File: src/sv/block_buffer_cache_lru_macros.svh
// assertion helpers shared by the rtl modules
`ifndef BLOCK_BUFFER_CACHE_LRU_MACROS_SVH
`define BLOCK_BUFFER_CACHE_LRU_MACROS_SVH

// checked on every clock edge outside reset
`define BBC_ASSERT(label, prop, msg) \
    label: assert property (@(posedge i_clk) disable iff (!i_rst_n) prop) else $error(msg);

// checked on every clock edge, reset included
`define BBC_ASSERT_ALWAYS(label, prop, msg) \
    label: assert property (@(posedge i_clk) prop) else $error(msg);

`endif

File: src/sv/bbc_pkg.sv
// ----------------------------------------------------------------------------
// bbc_pkg
// types and command/status structs of the lru block buffer cache
// ----------------------------------------------------------------------------
package bbc_pkg;

    typedef enum logic [1:0] {
        ACT_GET  = 2'd0,
        ACT_REL  = 2'd1,
        ACT_MARK = 2'd2,
        ACT_NONE = 2'd3
    } t_act;

    typedef enum logic [2:0] {
        KIND_HIT  = 3'd0,
        KIND_MISS = 3'd1,
        KIND_WB   = 3'd2,
        KIND_FULL = 3'd3,
        KIND_ACK  = 3'd4
    } t_kind;

    typedef enum logic [2:0] {
        PTR_HOLD,
        PTR_ZERO,
        PTR_INC,
        PTR_HEAD,
        PTR_IDX
    } t_ptr_op;

    typedef enum logic [1:0] {
        ENT_PTR,
        ENT_SAVED,
        ENT_IDX,
        ENT_ZERO
    } t_ent_sel;

    typedef enum logic [1:0] {
        SRC_REQ,
        SRC_RDATA,
        SRC_SAVED,
        SRC_ZERO
    } t_src_sel;

    typedef struct packed {
        logic     latch_req;
        t_ptr_op  ptr_op;
        logic     unlink;
        logic     inc_use;
        logic     save_ent;
        logic     set_fdev;
        logic     fill;
        logic     release_op;
        logic     mark;
        logic     clr_dirty;
        logic     save_tag;
        logic     emit;
        t_kind    out_kind;
        t_ent_sel ent_sel;
        t_src_sel src_sel;
        logic     out_last;
    } t_dp_cmd;

    typedef struct packed {
        t_act act;
        logic in_range;
        logic hit;
        logic fmatch;
        logic ptr_last;
        logic free_empty;
        logic head_dirty;
        logic rel_flush;
    } t_dp_sts;

endpackage

File: src/sv/bbc_req_if.sv
// ----------------------------------------------------------------------------
// bbc_req_if
// request channel of the block buffer cache
// ----------------------------------------------------------------------------
interface bbc_req_if;
    logic        valid;
    logic        ready;
    logic [1:0]  action;
    logic [7:0]  device_id;
    logic [23:0] block_number;
    logic        is_vital;
    logic [4:0]  entry_index;

    modport source (
        output valid, action, device_id, block_number, is_vital, entry_index,
        input  ready
    );
    modport sink (
        input  valid, action, device_id, block_number, is_vital, entry_index,
        output ready
    );
endinterface

File: src/sv/bbc_rsp_if.sv
// ----------------------------------------------------------------------------
// bbc_rsp_if
// result channel of the block buffer cache
// ----------------------------------------------------------------------------
interface bbc_rsp_if;
    logic        valid;
    logic        ready;
    logic [2:0]  kind;
    logic [4:0]  entry_id;
    logic [7:0]  out_device;
    logic [23:0] out_block;
    logic        last;

    modport source (
        output valid, kind, entry_id, out_device, out_block, last,
        input  ready
    );
    modport sink (
        input  valid, kind, entry_id, out_device, out_block, last,
        output ready
    );
endinterface

File: src/sv/block_buffer_cache_lru.sv
// ----------------------------------------------------------------------------
// block_buffer_cache_lru: lru disk block buffer cache, one request at a time
// get: reads and compares each entry in turn, stops at the first hit; a miss
//   takes the free list head (full if none), flushing its device first if dirty
// release / mark dirty: read, update, flush when one is due, ack; stalls hold it
// reset clears flags and the free list at once, no clearing pass
// ----------------------------------------------------------------------------
module block_buffer_cache_lru #(
    parameter int ENTRIES = 32
) (
    input  logic      i_clk,
    input  logic      i_rst_n,
    bbc_req_if.sink   i_req,
    bbc_rsp_if.source o_rsp
);
    import bbc_pkg::*;

    t_dp_cmd cmd;
    t_dp_sts sts;

    bbc_ctrl u_ctrl (
        .i_clk       (i_clk),
        .i_rst_n     (i_rst_n),
        .i_in_valid  (i_req.valid),
        .o_in_ready  (i_req.ready),
        .o_out_valid (o_rsp.valid),
        .i_out_ready (o_rsp.ready),
        .o_cmd       (cmd),
        .i_sts       (sts)
    );

    bbc_datapath #(
        .ENTRIES (ENTRIES)
    ) u_datapath (
        .i_clk          (i_clk),
        .i_rst_n        (i_rst_n),
        .i_cmd          (cmd),
        .o_sts          (sts),
        .i_action       (i_req.action),
        .i_device_id    (i_req.device_id),
        .i_block_number (i_req.block_number),
        .i_is_vital     (i_req.is_vital),
        .i_entry_index  (i_req.entry_index),
        .o_kind         (o_rsp.kind),
        .o_entry_id     (o_rsp.entry_id),
        .o_out_device   (o_rsp.out_device),
        .o_out_block    (o_rsp.out_block),
        .o_last         (o_rsp.last)
    );

endmodule

File: src/sv/bbc_ctrl.sv
// ----------------------------------------------------------------------------
// bbc_ctrl
// sequencer for lookup, eviction, device flush, release and mark dirty
// ----------------------------------------------------------------------------
`include "block_buffer_cache_lru_macros.svh"

module bbc_ctrl (
    input  logic             i_clk,
    input  logic             i_rst_n,
    input  logic             i_in_valid,
    output logic             o_in_ready,
    output logic             o_out_valid,
    input  logic             i_out_ready,
    output bbc_pkg::t_dp_cmd o_cmd,
    input  bbc_pkg::t_dp_sts i_sts
);
    import bbc_pkg::*;

    typedef enum logic [3:0] {
        S_IDLE,
        S_DECODE,
        S_G_RD,
        S_G_CMP,
        S_M_RD,
        S_M_CHK,
        S_M_FILL,
        S_F_RD,
        S_F_CMP,
        S_X_RD,
        S_X_OP,
        S_ACK
    } t_state;

    t_state  r_state, n_state;
    t_state  r_ret, n_ret;
    logic    r_out_valid, n_out_valid;
    logic    out_free;
    t_dp_cmd cmd;

    assign out_free    = !r_out_valid || i_out_ready;
    assign o_in_ready  = (r_state == S_IDLE);
    assign o_out_valid = r_out_valid;
    assign o_cmd       = cmd;

    always_comb begin
        n_state     = r_state;
        n_ret       = r_ret;
        n_out_valid = r_out_valid && !i_out_ready;
        cmd         = '0;
        cmd.ptr_op  = PTR_HOLD;
        cmd.out_kind = KIND_ACK;
        cmd.ent_sel = ENT_ZERO;
        cmd.src_sel = SRC_ZERO;
        case (r_state)
            S_IDLE: begin
                if (i_in_valid) begin
                    cmd.latch_req = 1'b1;
                    n_state = S_DECODE;
                end
            end
            S_DECODE: begin
                if (i_sts.act == ACT_GET) begin
                    cmd.ptr_op = PTR_ZERO;
                    n_state = S_G_RD;
                end else if (i_sts.act == ACT_NONE || !i_sts.in_range) begin
                    n_state = S_ACK;
                end else begin
                    cmd.ptr_op = PTR_IDX;
                    n_state = S_X_RD;
                end
            end
            S_G_RD: n_state = S_G_CMP;
            S_G_CMP: begin
                if (i_sts.hit) begin
                    if (out_free) begin
                        cmd.unlink   = 1'b1;
                        cmd.inc_use  = 1'b1;
                        cmd.emit     = 1'b1;
                        cmd.out_kind = KIND_HIT;
                        cmd.ent_sel  = ENT_PTR;
                        cmd.src_sel  = SRC_REQ;
                        cmd.out_last = 1'b1;
                        n_out_valid  = 1'b1;
                        n_state      = S_IDLE;
                    end
                end else if (i_sts.ptr_last) begin
                    if (i_sts.free_empty) begin
                        if (out_free) begin
                            cmd.emit     = 1'b1;
                            cmd.out_kind = KIND_FULL;
                            cmd.ent_sel  = ENT_ZERO;
                            cmd.src_sel  = SRC_REQ;
                            cmd.out_last = 1'b1;
                            n_out_valid  = 1'b1;
                            n_state      = S_IDLE;
                        end
                    end else begin
                        cmd.ptr_op = PTR_HEAD;
                        n_state = S_M_RD;
                    end
                end else begin
                    cmd.ptr_op = PTR_INC;
                    n_state = S_G_RD;
                end
            end
            S_M_RD: n_state = S_M_CHK;
            S_M_CHK: begin
                cmd.unlink   = 1'b1;
                cmd.save_ent = 1'b1;
                cmd.set_fdev = 1'b1;
                if (i_sts.head_dirty) begin
                    cmd.ptr_op = PTR_ZERO;
                    n_ret   = S_M_FILL;
                    n_state = S_F_RD;
                end else begin
                    n_state = S_M_FILL;
                end
            end
            S_M_FILL: begin
                if (out_free) begin
                    cmd.fill     = 1'b1;
                    cmd.emit     = 1'b1;
                    cmd.out_kind = KIND_MISS;
                    cmd.ent_sel  = ENT_SAVED;
                    cmd.src_sel  = SRC_REQ;
                    cmd.out_last = 1'b1;
                    n_out_valid  = 1'b1;
                    n_state      = S_IDLE;
                end
            end
            S_F_RD: n_state = S_F_CMP;
            S_F_CMP: begin
                if (!i_sts.fmatch || out_free) begin
                    if (i_sts.fmatch) begin
                        cmd.clr_dirty = 1'b1;
                        cmd.emit      = 1'b1;
                        cmd.out_kind  = KIND_WB;
                        cmd.ent_sel   = ENT_PTR;
                        cmd.src_sel   = SRC_RDATA;
                        n_out_valid   = 1'b1;
                    end
                    if (i_sts.ptr_last) begin
                        n_state = r_ret;
                    end else begin
                        cmd.ptr_op = PTR_INC;
                        n_state = S_F_RD;
                    end
                end
            end
            S_X_RD: n_state = S_X_OP;
            S_X_OP: begin
                cmd.save_tag = 1'b1;
                n_state = S_ACK;
                if (i_sts.act == ACT_REL) begin
                    cmd.release_op = 1'b1;
                    if (i_sts.rel_flush) begin
                        cmd.set_fdev = 1'b1;
                        cmd.ptr_op   = PTR_ZERO;
                        n_ret   = S_ACK;
                        n_state = S_F_RD;
                    end
                end else begin
                    cmd.mark = 1'b1;
                end
            end
            S_ACK: begin
                if (out_free) begin
                    cmd.emit     = 1'b1;
                    cmd.out_kind = KIND_ACK;
                    cmd.out_last = 1'b1;
                    if (i_sts.act == ACT_NONE) begin
                        cmd.ent_sel = ENT_ZERO;
                        cmd.src_sel = SRC_ZERO;
                    end else if (!i_sts.in_range) begin
                        cmd.ent_sel = ENT_IDX;
                        cmd.src_sel = SRC_ZERO;
                    end else begin
                        cmd.ent_sel = ENT_IDX;
                        cmd.src_sel = SRC_SAVED;
                    end
                    n_out_valid = 1'b1;
                    n_state     = S_IDLE;
                end
            end
            default: n_state = S_IDLE;
        endcase
    end

    always_ff @(posedge i_clk) begin
        if (!i_rst_n) begin
            r_state     <= S_IDLE;
            r_ret       <= S_IDLE;
            r_out_valid <= 1'b0;
        end else begin
            r_state     <= n_state;
            r_ret       <= n_ret;
            r_out_valid <= n_out_valid;
        end
    end

    `BBC_ASSERT(a_emit_when_free, cmd.emit |-> out_free, "result loaded over a pending one")
    `BBC_ASSERT(a_accept_decodes, (i_in_valid && o_in_ready) |=> (r_state == S_DECODE),
        "accepted request not decoded")
    `BBC_ASSERT(a_last_ends, (cmd.emit && cmd.out_last) |=> (r_state == S_IDLE),
        "final result did not end the request")

endmodule

File: src/sv/bbc_datapath.sv
// ----------------------------------------------------------------------------
// bbc_datapath
// tag memory, entry flags, lru free list and result register
// ----------------------------------------------------------------------------
`include "block_buffer_cache_lru_macros.svh"

module bbc_datapath #(
    parameter int ENTRIES = 32
) (
    input  logic             i_clk,
    input  logic             i_rst_n,
    input  bbc_pkg::t_dp_cmd i_cmd,
    output bbc_pkg::t_dp_sts o_sts,
    input  logic [1:0]       i_action,
    input  logic [7:0]       i_device_id,
    input  logic [23:0]      i_block_number,
    input  logic             i_is_vital,
    input  logic [4:0]       i_entry_index,
    output logic [2:0]       o_kind,
    output logic [4:0]       o_entry_id,
    output logic [7:0]       o_out_device,
    output logic [23:0]      o_out_block,
    output logic             o_last
);
    import bbc_pkg::*;

    localparam int IW = $clog2(ENTRIES);

    logic [31:0]   mem [ENTRIES];
    logic [31:0]   r_rdata;
    logic [31:0]   r_sav;

    logic          r_valid [ENTRIES];
    logic [7:0]    r_use   [ENTRIES];
    logic          r_dirty [ENTRIES];
    logic          r_vital [ENTRIES];
    logic          r_inl   [ENTRIES];
    logic [IW-1:0] r_next  [ENTRIES];
    logic [IW-1:0] r_prev  [ENTRIES];
    logic [IW-1:0] r_head, r_tail;
    logic          r_empty;

    logic [IW-1:0] r_ptr, r_ent;
    logic [7:0]    r_fdev;

    t_act          r_act;
    logic [7:0]    r_dev;
    logic [23:0]   r_blk;
    logic          r_vit;
    logic [4:0]    r_eidx;

    logic [5:0]    idx6;
    logic [IW-1:0] idx;
    logic          in_range;
    logic [4:0]    ent_val;
    logic [31:0]   src_val;

    assign idx6     = {1'b0, r_eidx};
    assign in_range = idx6 < 6'(ENTRIES);
    assign idx      = idx6[IW-1:0];

    assign o_sts.act        = r_act;
    assign o_sts.in_range   = in_range;
    assign o_sts.hit        = r_valid[r_ptr] && (r_rdata == {r_dev, r_blk});
    assign o_sts.fmatch     = r_valid[r_ptr] && (r_rdata[31:24] == r_fdev);
    assign o_sts.ptr_last   = (r_ptr == IW'(ENTRIES - 1));
    assign o_sts.free_empty = r_empty;
    assign o_sts.head_dirty = r_valid[r_ptr] && r_dirty[r_ptr];
    assign o_sts.rel_flush  = (r_use[idx] == 8'd1) && r_valid[idx] && r_vital[idx]
                              && r_dirty[idx];

    // tag memory
    always_ff @(posedge i_clk) begin
        if (i_cmd.fill) begin
            mem[r_ent] <= {r_dev, r_blk};
        end
        r_rdata <= mem[r_ptr];
    end

    // request, pointers and saved values
    always_ff @(posedge i_clk) begin
        if (i_cmd.latch_req) begin
            r_act  <= t_act'(i_action);
            r_dev  <= i_device_id;
            r_blk  <= i_block_number;
            r_vit  <= i_is_vital;
            r_eidx <= i_entry_index;
        end
        case (i_cmd.ptr_op)
            PTR_ZERO: r_ptr <= '0;
            PTR_INC:  r_ptr <= r_ptr + IW'(1);
            PTR_HEAD: r_ptr <= r_head;
            PTR_IDX:  r_ptr <= idx;
            default:  r_ptr <= r_ptr;
        endcase
        if (i_cmd.save_ent) begin
            r_ent <= r_ptr;
        end
        if (i_cmd.set_fdev) begin
            r_fdev <= r_rdata[31:24];
        end
        if (i_cmd.save_tag) begin
            r_sav <= r_rdata;
        end
    end

    // entry flags and free list
    always_ff @(posedge i_clk) begin
        if (!i_rst_n) begin
            for (int i = 0; i < ENTRIES; i++) begin
                r_valid[i] <= 1'b0;
                r_use[i]   <= '0;
                r_dirty[i] <= 1'b0;
                r_vital[i] <= 1'b0;
                r_inl[i]   <= 1'b1;
                r_next[i]  <= IW'((i + 1) % ENTRIES);
                r_prev[i]  <= IW'((i + ENTRIES - 1) % ENTRIES);
            end
            r_head  <= '0;
            r_tail  <= IW'(ENTRIES - 1);
            r_empty <= 1'b0;
        end else begin
            if (i_cmd.unlink && r_inl[r_ptr] && !r_empty) begin
                r_inl[r_ptr] <= 1'b0;
                if (r_head == r_ptr && r_tail == r_ptr) begin
                    r_empty <= 1'b1;
                end else if (r_head == r_ptr) begin
                    r_head <= r_next[r_ptr];
                end else if (r_tail == r_ptr) begin
                    r_tail <= r_prev[r_ptr];
                end else begin
                    r_next[r_prev[r_ptr]] <= r_next[r_ptr];
                    r_prev[r_next[r_ptr]] <= r_prev[r_ptr];
                end
            end
            if (i_cmd.inc_use && r_use[r_ptr] != 8'hff) begin
                r_use[r_ptr] <= r_use[r_ptr] + 8'd1;
            end
            if (i_cmd.fill) begin
                r_valid[r_ent] <= 1'b1;
                r_use[r_ent]   <= 8'd1;
                r_dirty[r_ent] <= 1'b0;
                r_vital[r_ent] <= r_vit;
            end
            if (i_cmd.clr_dirty) begin
                r_dirty[r_ptr] <= 1'b0;
            end
            if (i_cmd.mark && r_valid[idx]) begin
                r_dirty[idx] <= 1'b1;
            end
            if (i_cmd.release_op && r_use[idx] != 8'd0) begin
                r_use[idx] <= r_use[idx] - 8'd1;
                if (r_use[idx] == 8'd1 && !r_inl[idx]) begin
                    r_inl[idx] <= 1'b1;
                    if (r_empty) begin
                        r_head  <= idx;
                        r_tail  <= idx;
                        r_empty <= 1'b0;
                    end else begin
                        r_next[r_tail] <= idx;
                        r_prev[idx]    <= r_tail;
                        r_tail         <= idx;
                    end
                end
            end
        end
    end

    // result register
    always_comb begin
        case (i_cmd.ent_sel)
            ENT_PTR:   ent_val = 5'(r_ptr);
            ENT_SAVED: ent_val = 5'(r_ent);
            ENT_IDX:   ent_val = r_eidx;
            default:   ent_val = '0;
        endcase
        case (i_cmd.src_sel)
            SRC_REQ:   src_val = {r_dev, r_blk};
            SRC_RDATA: src_val = r_rdata;
            SRC_SAVED: src_val = r_valid[idx] ? r_sav : '0;
            default:   src_val = '0;
        endcase
    end

    always_ff @(posedge i_clk) begin
        if (i_cmd.emit) begin
            o_kind       <= i_cmd.out_kind;
            o_entry_id   <= ent_val;
            o_out_device <= src_val[31:24];
            o_out_block  <= src_val[23:0];
            o_last       <= i_cmd.out_last;
        end
    end

    `BBC_ASSERT(a_list_ends_linked, !r_empty |-> (r_inl[r_head] && r_inl[r_tail]),
        "free list head or tail not marked as listed")

endmodule
File: src/flat_wrapper.sv
// flat-port wrapper written by rule: the top's interface ports become plain ports
module block_buffer_cache_lru_flat import bbc_pkg::*;
#(
    parameter int ENTRIES = 32
)
  (i_clk, i_rst_n, i_req_valid, i_req_action, i_req_device_id, i_req_block_number, i_req_is_vital, i_req_entry_index, i_req_ready, o_rsp_valid, o_rsp_kind, o_rsp_entry_id, o_rsp_out_device, o_rsp_out_block, o_rsp_last, o_rsp_ready);
  bbc_req_if i_req_i ();
  bbc_rsp_if o_rsp_i ();
  input  logic i_clk;
  input  logic i_rst_n;
  input wire logic [$bits(i_req_i.valid)-1:0] i_req_valid;
  input wire logic [$bits(i_req_i.action)-1:0] i_req_action;
  input wire logic [$bits(i_req_i.device_id)-1:0] i_req_device_id;
  input wire logic [$bits(i_req_i.block_number)-1:0] i_req_block_number;
  input wire logic [$bits(i_req_i.is_vital)-1:0] i_req_is_vital;
  input wire logic [$bits(i_req_i.entry_index)-1:0] i_req_entry_index;
  output wire logic [$bits(i_req_i.ready)-1:0] i_req_ready;
  output wire logic [$bits(o_rsp_i.valid)-1:0] o_rsp_valid;
  output wire logic [$bits(o_rsp_i.kind)-1:0] o_rsp_kind;
  output wire logic [$bits(o_rsp_i.entry_id)-1:0] o_rsp_entry_id;
  output wire logic [$bits(o_rsp_i.out_device)-1:0] o_rsp_out_device;
  output wire logic [$bits(o_rsp_i.out_block)-1:0] o_rsp_out_block;
  output wire logic [$bits(o_rsp_i.last)-1:0] o_rsp_last;
  input wire logic [$bits(o_rsp_i.ready)-1:0] o_rsp_ready;
  assign i_req_i.valid = i_req_valid;
  assign i_req_i.action = i_req_action;
  assign i_req_i.device_id = i_req_device_id;
  assign i_req_i.block_number = i_req_block_number;
  assign i_req_i.is_vital = i_req_is_vital;
  assign i_req_i.entry_index = i_req_entry_index;
  assign i_req_ready = i_req_i.ready;
  assign o_rsp_valid = o_rsp_i.valid;
  assign o_rsp_kind = o_rsp_i.kind;
  assign o_rsp_entry_id = o_rsp_i.entry_id;
  assign o_rsp_out_device = o_rsp_i.out_device;
  assign o_rsp_out_block = o_rsp_i.out_block;
  assign o_rsp_last = o_rsp_i.last;
  assign o_rsp_i.ready = o_rsp_ready;
  block_buffer_cache_lru #(.ENTRIES(ENTRIES)) u_core (.i_clk(i_clk), .i_rst_n(i_rst_n), .i_req(i_req_i), .o_rsp(o_rsp_i));
endmodule
File: config.mk
export PLATFORM = sky130hd
export DESIGN_NAME = block_buffer_cache_lru_flat
export DESIGN_NICKNAME = d
export VERILOG_FILES = /design/src/sv/bbc_pkg.sv /design/src/sv/bbc_req_if.sv /design/src/sv/bbc_rsp_if.sv /design/src/sv/block_buffer_cache_lru.sv /design/src/sv/bbc_ctrl.sv /design/src/sv/bbc_datapath.sv /design/src/flat_wrapper.sv
export VERILOG_INCLUDE_DIRS = /design/src /design/src/sv
export SDC_FILE = /design/constraint.sdc
export NUM_CORES = 2
export LEC_CHECK = 0
export BUFFER_PORTS_ARGS = -buffer_cell sky130_fd_sc_hd__buf_2
export CORE_MARGIN = 2
export CORE_UTILIZATION = 60
export CTS_BUF_LIST = sky130_fd_sc_hd__clkbuf_4 sky130_fd_sc_hd__clkbuf_8 sky130_fd_sc_hd__clkbuf_16
export DETAILED_ROUTE_END_ITERATION = 12
export PLACE_DENSITY = 0.76
export SYNTH_ARGS = -nofsm -noshare
export SYNTH_HDL_FRONTEND = slang
export SYNTH_SLANG_ARGS = --single-unit
File: constraint.sdc
create_clock -name i_clk -period 12.32 [get_ports i_clk]
set_input_delay 0.616 -clock i_clk [delete_from_list [all_inputs] [get_ports i_clk]]
set_output_delay 0.616 -clock i_clk [all_outputs]
set_load 0.01 [all_outputs]
---- Word level (Yosys, flattened, before mapping) ----
Memories as Yosys holds them, arrays and structs flattened. A register that Yosys moved wholly into a read port is not among the register bits.
Cells that the tools add are included.
operators by class
  add/subtract/negate cells ............... 3
  order comparisons ....................... 1
  equal/unequal tests ..................... 33
  mux-type cells .......................... 176
  reductions and logical operators ........ 47
operators with widths
  operator                                       count
  two-way mux 5 bit                              41
  one-hot mux 32 bit (3 select lines)            1
  two-way mux 1 bit                              85
  two-way mux 9 bit                              7
  two-way mux 4 bit                              14
  one-hot mux 4 bit (11 select lines)            1
  two-way mux 8 bit                              5
  == test 32 bit                                 1
  two-way mux 32 bit                             1
  one-hot mux 8 bit (4 select lines)             1
  OR reduction 8 bit                             3
  one-hot mux 5 bit (4 select lines)             1
  OR reduction 5 bit                             4
  == test 4 x 3 -> 1 bit, second input constant  4
  == test 4 bit, second input constant           4
  two-way mux 2 bit                              8
  one-hot mux 3 bit (5 select lines)             1
  one-hot mux 5 bit (3 select lines)             1
  logical AND 1 bit                              14
  two-way mux 3 bit                              4
  == test 5 bit                                  2
  adder 8 x 1 -> 8 bit, second input constant    1
  == test 4 x 2 -> 1 bit, second input constant  2
  == test 8 x 1 -> 1 bit, second input constant  1
  other kinds (28)                               53
storage, ports and cells
  bits in registers ....................... 151
  RAM bits ................................ 1,728
  input port bits ......................... 44
  output and inout port bits .............. 43
  logic and storage cells ................. 288
  memories kept ........................... 8
memories
  name                       words  width  read ports  clocked after Yosys merged registers in  write ports  line                source
  u_core.u_datapath.mem      32     32     1           1                                        1            bbc_datapath.sv:29  logic [31:0] mem [ENTRIES];
  u_core.u_datapath.r_use    32     8      2           2                                        32           bbc_datapath.sv:34  logic [7:0] r_use [ENTRIES];
  u_core.u_datapath.r_next   32     5      1           1                                        32           bbc_datapath.sv:38  logic [IW-1:0] r_next [ENTRIES];
  u_core.u_datapath.r_prev   32     5      1           1                                        32           bbc_datapath.sv:39  logic [IW-1:0] r_prev [ENTRIES];
  u_core.u_datapath.r_dirty  32     1      2           2                                        32           bbc_datapath.sv:35  logic r_dirty [ENTRIES];
  u_core.u_datapath.r_inl    32     1      2           2                                        32           bbc_datapath.sv:37  logic r_inl [ENTRIES];
  +2 memories                n/a    n/a    n/a         n/a                                      n/a          n/a

---- Longest topological paths before layout ----
  depth after elaboration ................. 13
  gate-level depth with buffers ........... 20
  mapped depth without buffers ............ 11

---- Cells and area by module ----
Synthesis repeated with hierarchy kept, for this count alone.
unflattened totals
  cell total of the unflattened synthesis .. 5,814
  area total of the unflattened synthesis .. 87,446.4 um2
by module, submodules not included
  module        times used  cells an instance  area each (um2)  seq. area each (um2)
  bbc_datapath  1           5,678              86,541.8         55,603.3
  bbc_ctrl      1           136                904.6            160.2

---- Worst setup path after synthesis ----
Ideal clock, no wire load.
  path type ............................... register to register
  from .................................... reg with a tool-made name
  to ...................................... mem u_core.u_datapath.r_vital[24]
  setup time .............................. 128 ps
  arrival time ............................ 6,288 ps
  required time ........................... 12,192 ps
  slack ................................... 5,905 ps
  stages on the path, launching flop included .. 13
  buffers on the path ..................... 5
  period minus slack after synthesis ...... 6,415 ps
  path through ............................ dfxtp_1 buf_2 buf_2 buf_2 a211oi_1 o31a_1 a2111oi_0 o22ai_1 buf_2 clkbuf_1 nor4_1 mux2i_1 nor2_1
RTL lines
  item       line                source
  to (decl)  bbc_datapath.sv:36  logic r_vital [ENTRIES];

==> results by group <==
Die
  – Ports: 87
  – Chip height: about 380 um
  – Row count: around 140
  – DIE WIDTH: approximately 380 um
  – Initial core utilization: a little over 60%
  – Die area: ~140,000 sq um
  – Core Box Area: roughly 140,000 sq um

Setup path
  – Max incr delay on CP: approximately 1.1 ns
  – Worst-path cell with the longest stage delay: o31ai_1
  – Reg2reg path depth: 10
  – Worst path cell trace: xor2_1 -> nor4_1 -> nand4_1 -> a2111oi_0 -> o22ai_4 -> buf_4 -> nor3_2 -> a311oi_4 -> buf_4 -> o31ai_1
  – CP Capture Type: register
  – CP Data Required Time: 12.77 ns
  – Worst Path Max Fanout: 72
  – Flop-to-flop setup slack: 5.38 ns
  – Setup CP Type: register to register
  – Startpoint Class: register
  – Most used cell, CP: buf_4
  – Crit path arrival time: between 7 and 8 ns

Logic synthesis
  – Largest family of logic cells by synthesized area: multiplexers
  – Flop and latch count out of synthesis: 1,920
  – Synth Area in XOR/XNOR: 0.668%
  – Simple-gate area share of the yosys netlist: between 7 and 8%
  – Mapped Nets: 5,068
  – Main synth FF type: edfxtp_1
  – Number of synthesized flops with an enable pin: around 1,800
  – Synth warnings: 0
  – Async set-reset flop share out of synthesis: 0%
  – Synthesized area: about 84,000 sq um
  – Avg Cell Area, Syn: roughly 17 sq um
  – Synth top cells by count: edfxtp_1 (1,763), mux4_2 (607), nand2_1 (321), nor2_1 (314), nor4_1 (259)
  – Count of distinct cell types in the synthesized netlist: between 80 and 90
  – Yosys top cell area share: 63.1%
  – Compound-Gate Fraction of Synth Area: roughly 4.3%
  – Post-synthesis sequential area ratio: 66.8%
  – Synth Area in Adders: less than 1%
  – Synth area leaders: edfxtp_1 (63%), mux4_2 (16%), dfxtp_1 (3.7%)
  – Most numerous cell in the Yosys netlist: edfxtp_1
  – Post-Synthesis Cells: ~5,000
  – Post-synthesis mux area share: a little under a fifth
  – Leading area contributor after synthesis: edfxtp_1

Pwr
  – Max IR drop VDD: 0.000241 V
  – Lkg Pwr: around 29 nW
  – Pwr Density: 208 nW/um^2

Clocking
  – CTS tree: built
  – Clk_lat worst skew: about 0.85 ns
  – Post-CTS setup buffer count: 0
  – TritonCTS Buffers: ~190
  – Clock slew at reported path FFs: ~0.06 ns
  – CTS max path bufs: 3
  – H-tree levels: 4
  – Clock tree sinks: between 1,500 and 2,000
  – Root buffer cell: clkbuf_16
  – Post-CTS resize count: 0
  – # hold bufs at CTS: 33

STA
  – Tmin final: slightly below 7 ns
  – Pins Over Slew Limit: 0
  – Tcrit/Tclk final: ~56%
  – RSZ-0062 raised after global routing: false
  – Final hold violations: 0
  – Final setup vio count: 0
  – Max Fclk: between 0.1 and 0.15 GHz
  – Worst-Margin Slew: 1.46 ns
  – Final clock skew: between 0.05 and 0.06 ns
  – Worst slew margin: 2.78%
  – Setup TNS: 0 ns

Cells and area
  – Fill cells: between 9,000 and 10,000
  – Area grow syn2layout: 11.1%
  – Final net count: slightly above 5,000
  – Share of cells above drive strength 1: between 20% and 30%
  – Finished Layout Cells: 7,112
  – Post-route cell area: 93,300 sq um

Drt
  – Final WL: between 200,000 and 250,000 um
  – Initial DRC count: 8,374
  – DR vias/cell: between 7 and 8
  – Avg WL per Cell: approximately 34 um
  – Initial DRT Pass Iterations: 8
  – # DRC: 0
  – ANT nets after route: 0
  – Vias: about 51,000

GRT
  – Vias in the first global route: ~50,000
  – Final global-route overflow total: 0
  – GR Util All Layers: 33.7%
  – Maximum number of pins on one net before global-route repair: approximately 130
  – Initial antenna violation count: 4
  – First-pass GRT wire length: 344,000 um

Place
  – Port Buffers: 86
  – DP Area: a little under 90,000 sq um
  – Placed Cells: slightly below 7,000
  – Final HPWL DP: roughly 140,000 um
  – Final Wtd Congestion: between 0.9 and 1

Flow run
  – Max_cap viols: 0

Worst hold path
  – Hold path depth: 1
  – Hold Crit Class: input pin to register

Run status
  – Outcome: finished, final reports clean
-- placed cells by master (no fill, tap or decap), types with 22 or more instances in the layout --
master and count:
edfxtp_1 1763, mux4_2 607, nand2_1 321, nor2_1 312
nor4_1 227, clkbuf_16 188, buf_4 151, dfxtp_1 150
o21ai_0 146, mux2i_1 108, nor3_1 90, buf_2 85
a21oi_1 73, or3_1 66, nand3_1 62, xor2_1 53
mux2_2 52, clkbuf_4 50, nand2b_1 49, a22oi_1 46
clkinv_2 36, dlygate4sd3_1 34, o31ai_1 32, nor4_2 32
inv_1 30, o21a_1 30, clkinv_1 24, o211ai_1 24
a211oi_1 22
-- final timing paths --
kind | startpoint | to
worst max-delay path | u_core.u_datapath.r_blk[1] | u_core.u_datapath.r_use[19][5]
worst min-delay path | i_req_block_number[16] | u_core.u_datapath.r_blk[16]
worst max register to register | u_core.u_datapath.r_blk[1] | u_core.u_datapath.r_use[19][5]
worst min register to register | u_core.u_datapath.r_dirty[17] | u_core.u_datapath.r_dirty[17]
-- final cells by class --
type	instances	area, sq um	share of cell area, %
diodes	1	2.50	0.00268
clock buffers	249	5230	5.61
clock inverters	98	1100	1.18
inverters	37	145	0.156
multi-input cells	2657	26400	28.3
flip-flops and latches	1920	56100	60.2
well taps	1876	2350	2.52
repair buffers	274	1970	2.11
-- per-layer routing --
layer | part of all wire (%) | routed length (um) | vias to the layer above | global-route usage [%]
met5 | 0.020 | 48 | - | 0
met4 | 4.6 | 11100 | 8 | 13.6
met3 | 14 | 33000 | 736 | 8.59
met2 | 47 | 112000 | 4296 | 52.3
met1 | 35 | 82500 | 25900 | 46.0
li1 | - | - | 20500 | -
-- critical path, delay by kind of cell (launching register included) --
kind	cells	cell delay, ns
AO/OA/AOI/OAI	4	2.38
AND/OR/NAND/NOR	3	2.11
XOR/XNOR	1	0.21
buffers and inverters	2	0.76
flip-flops	1	1.03
-- registers in the layout (all words and copies together), names as in the netlist, 8 cells and up, named ones only --
register                        flops
u_core.u_datapath.r_valid          32
u_core.u_datapath.r_rdata          32
u_core.u_datapath.r_dev             8
u_core.u_datapath.r_use           256
u_core.u_datapath.r_fdev            8
u_core.u_datapath.r_vital          32
u_core.u_datapath.mem            1024
u_core.u_datapath.o_out_block      24
u_core.u_datapath.r_inl            32
u_core.u_datapath.r_next          160
u_core.u_datapath.o_out_device      8
u_core.u_datapath.r_dirty          32
u_core.u_datapath.r_sav            32
u_core.u_datapath.r_blk            24
u_core.u_datapath.r_prev          160
-- kinds of logic (layout without fill, tap and decap cells) --
family          after synthesis  after routing
flops                      1920           1920
xor+xnor                     64             64
fa+ha+maj                     9              9
buf+inv                     438            658
simple gates               1280           1280
mux                         770            770
other cells                   0              1
compound gates              534            534
-- stage by stage --
stage	util, %	hold slack [ns]	total power (W)	setup WS, ns
after floorplan	-	0.435	0.0116	5.90
after global placement	62.2	0.456	0.0134	5.71
after detailed placement	62.2	0.461	0.0134	5.53
after CTS	67.0	0.00281	0.0193	5.50
after global routing	67.0	0.0140	0.0198	5.04
final	67.0	0.0323	0.0194	5.38
-- report_power, final --
group	internal, W	switching, W	leakage, nW
Sequential	0.00743	0.000384	17.2
Combinational	0.00204	0.00366	8.47
Clock	0.00333	0.00254	3.15
(Power assumes the default switching activity.)
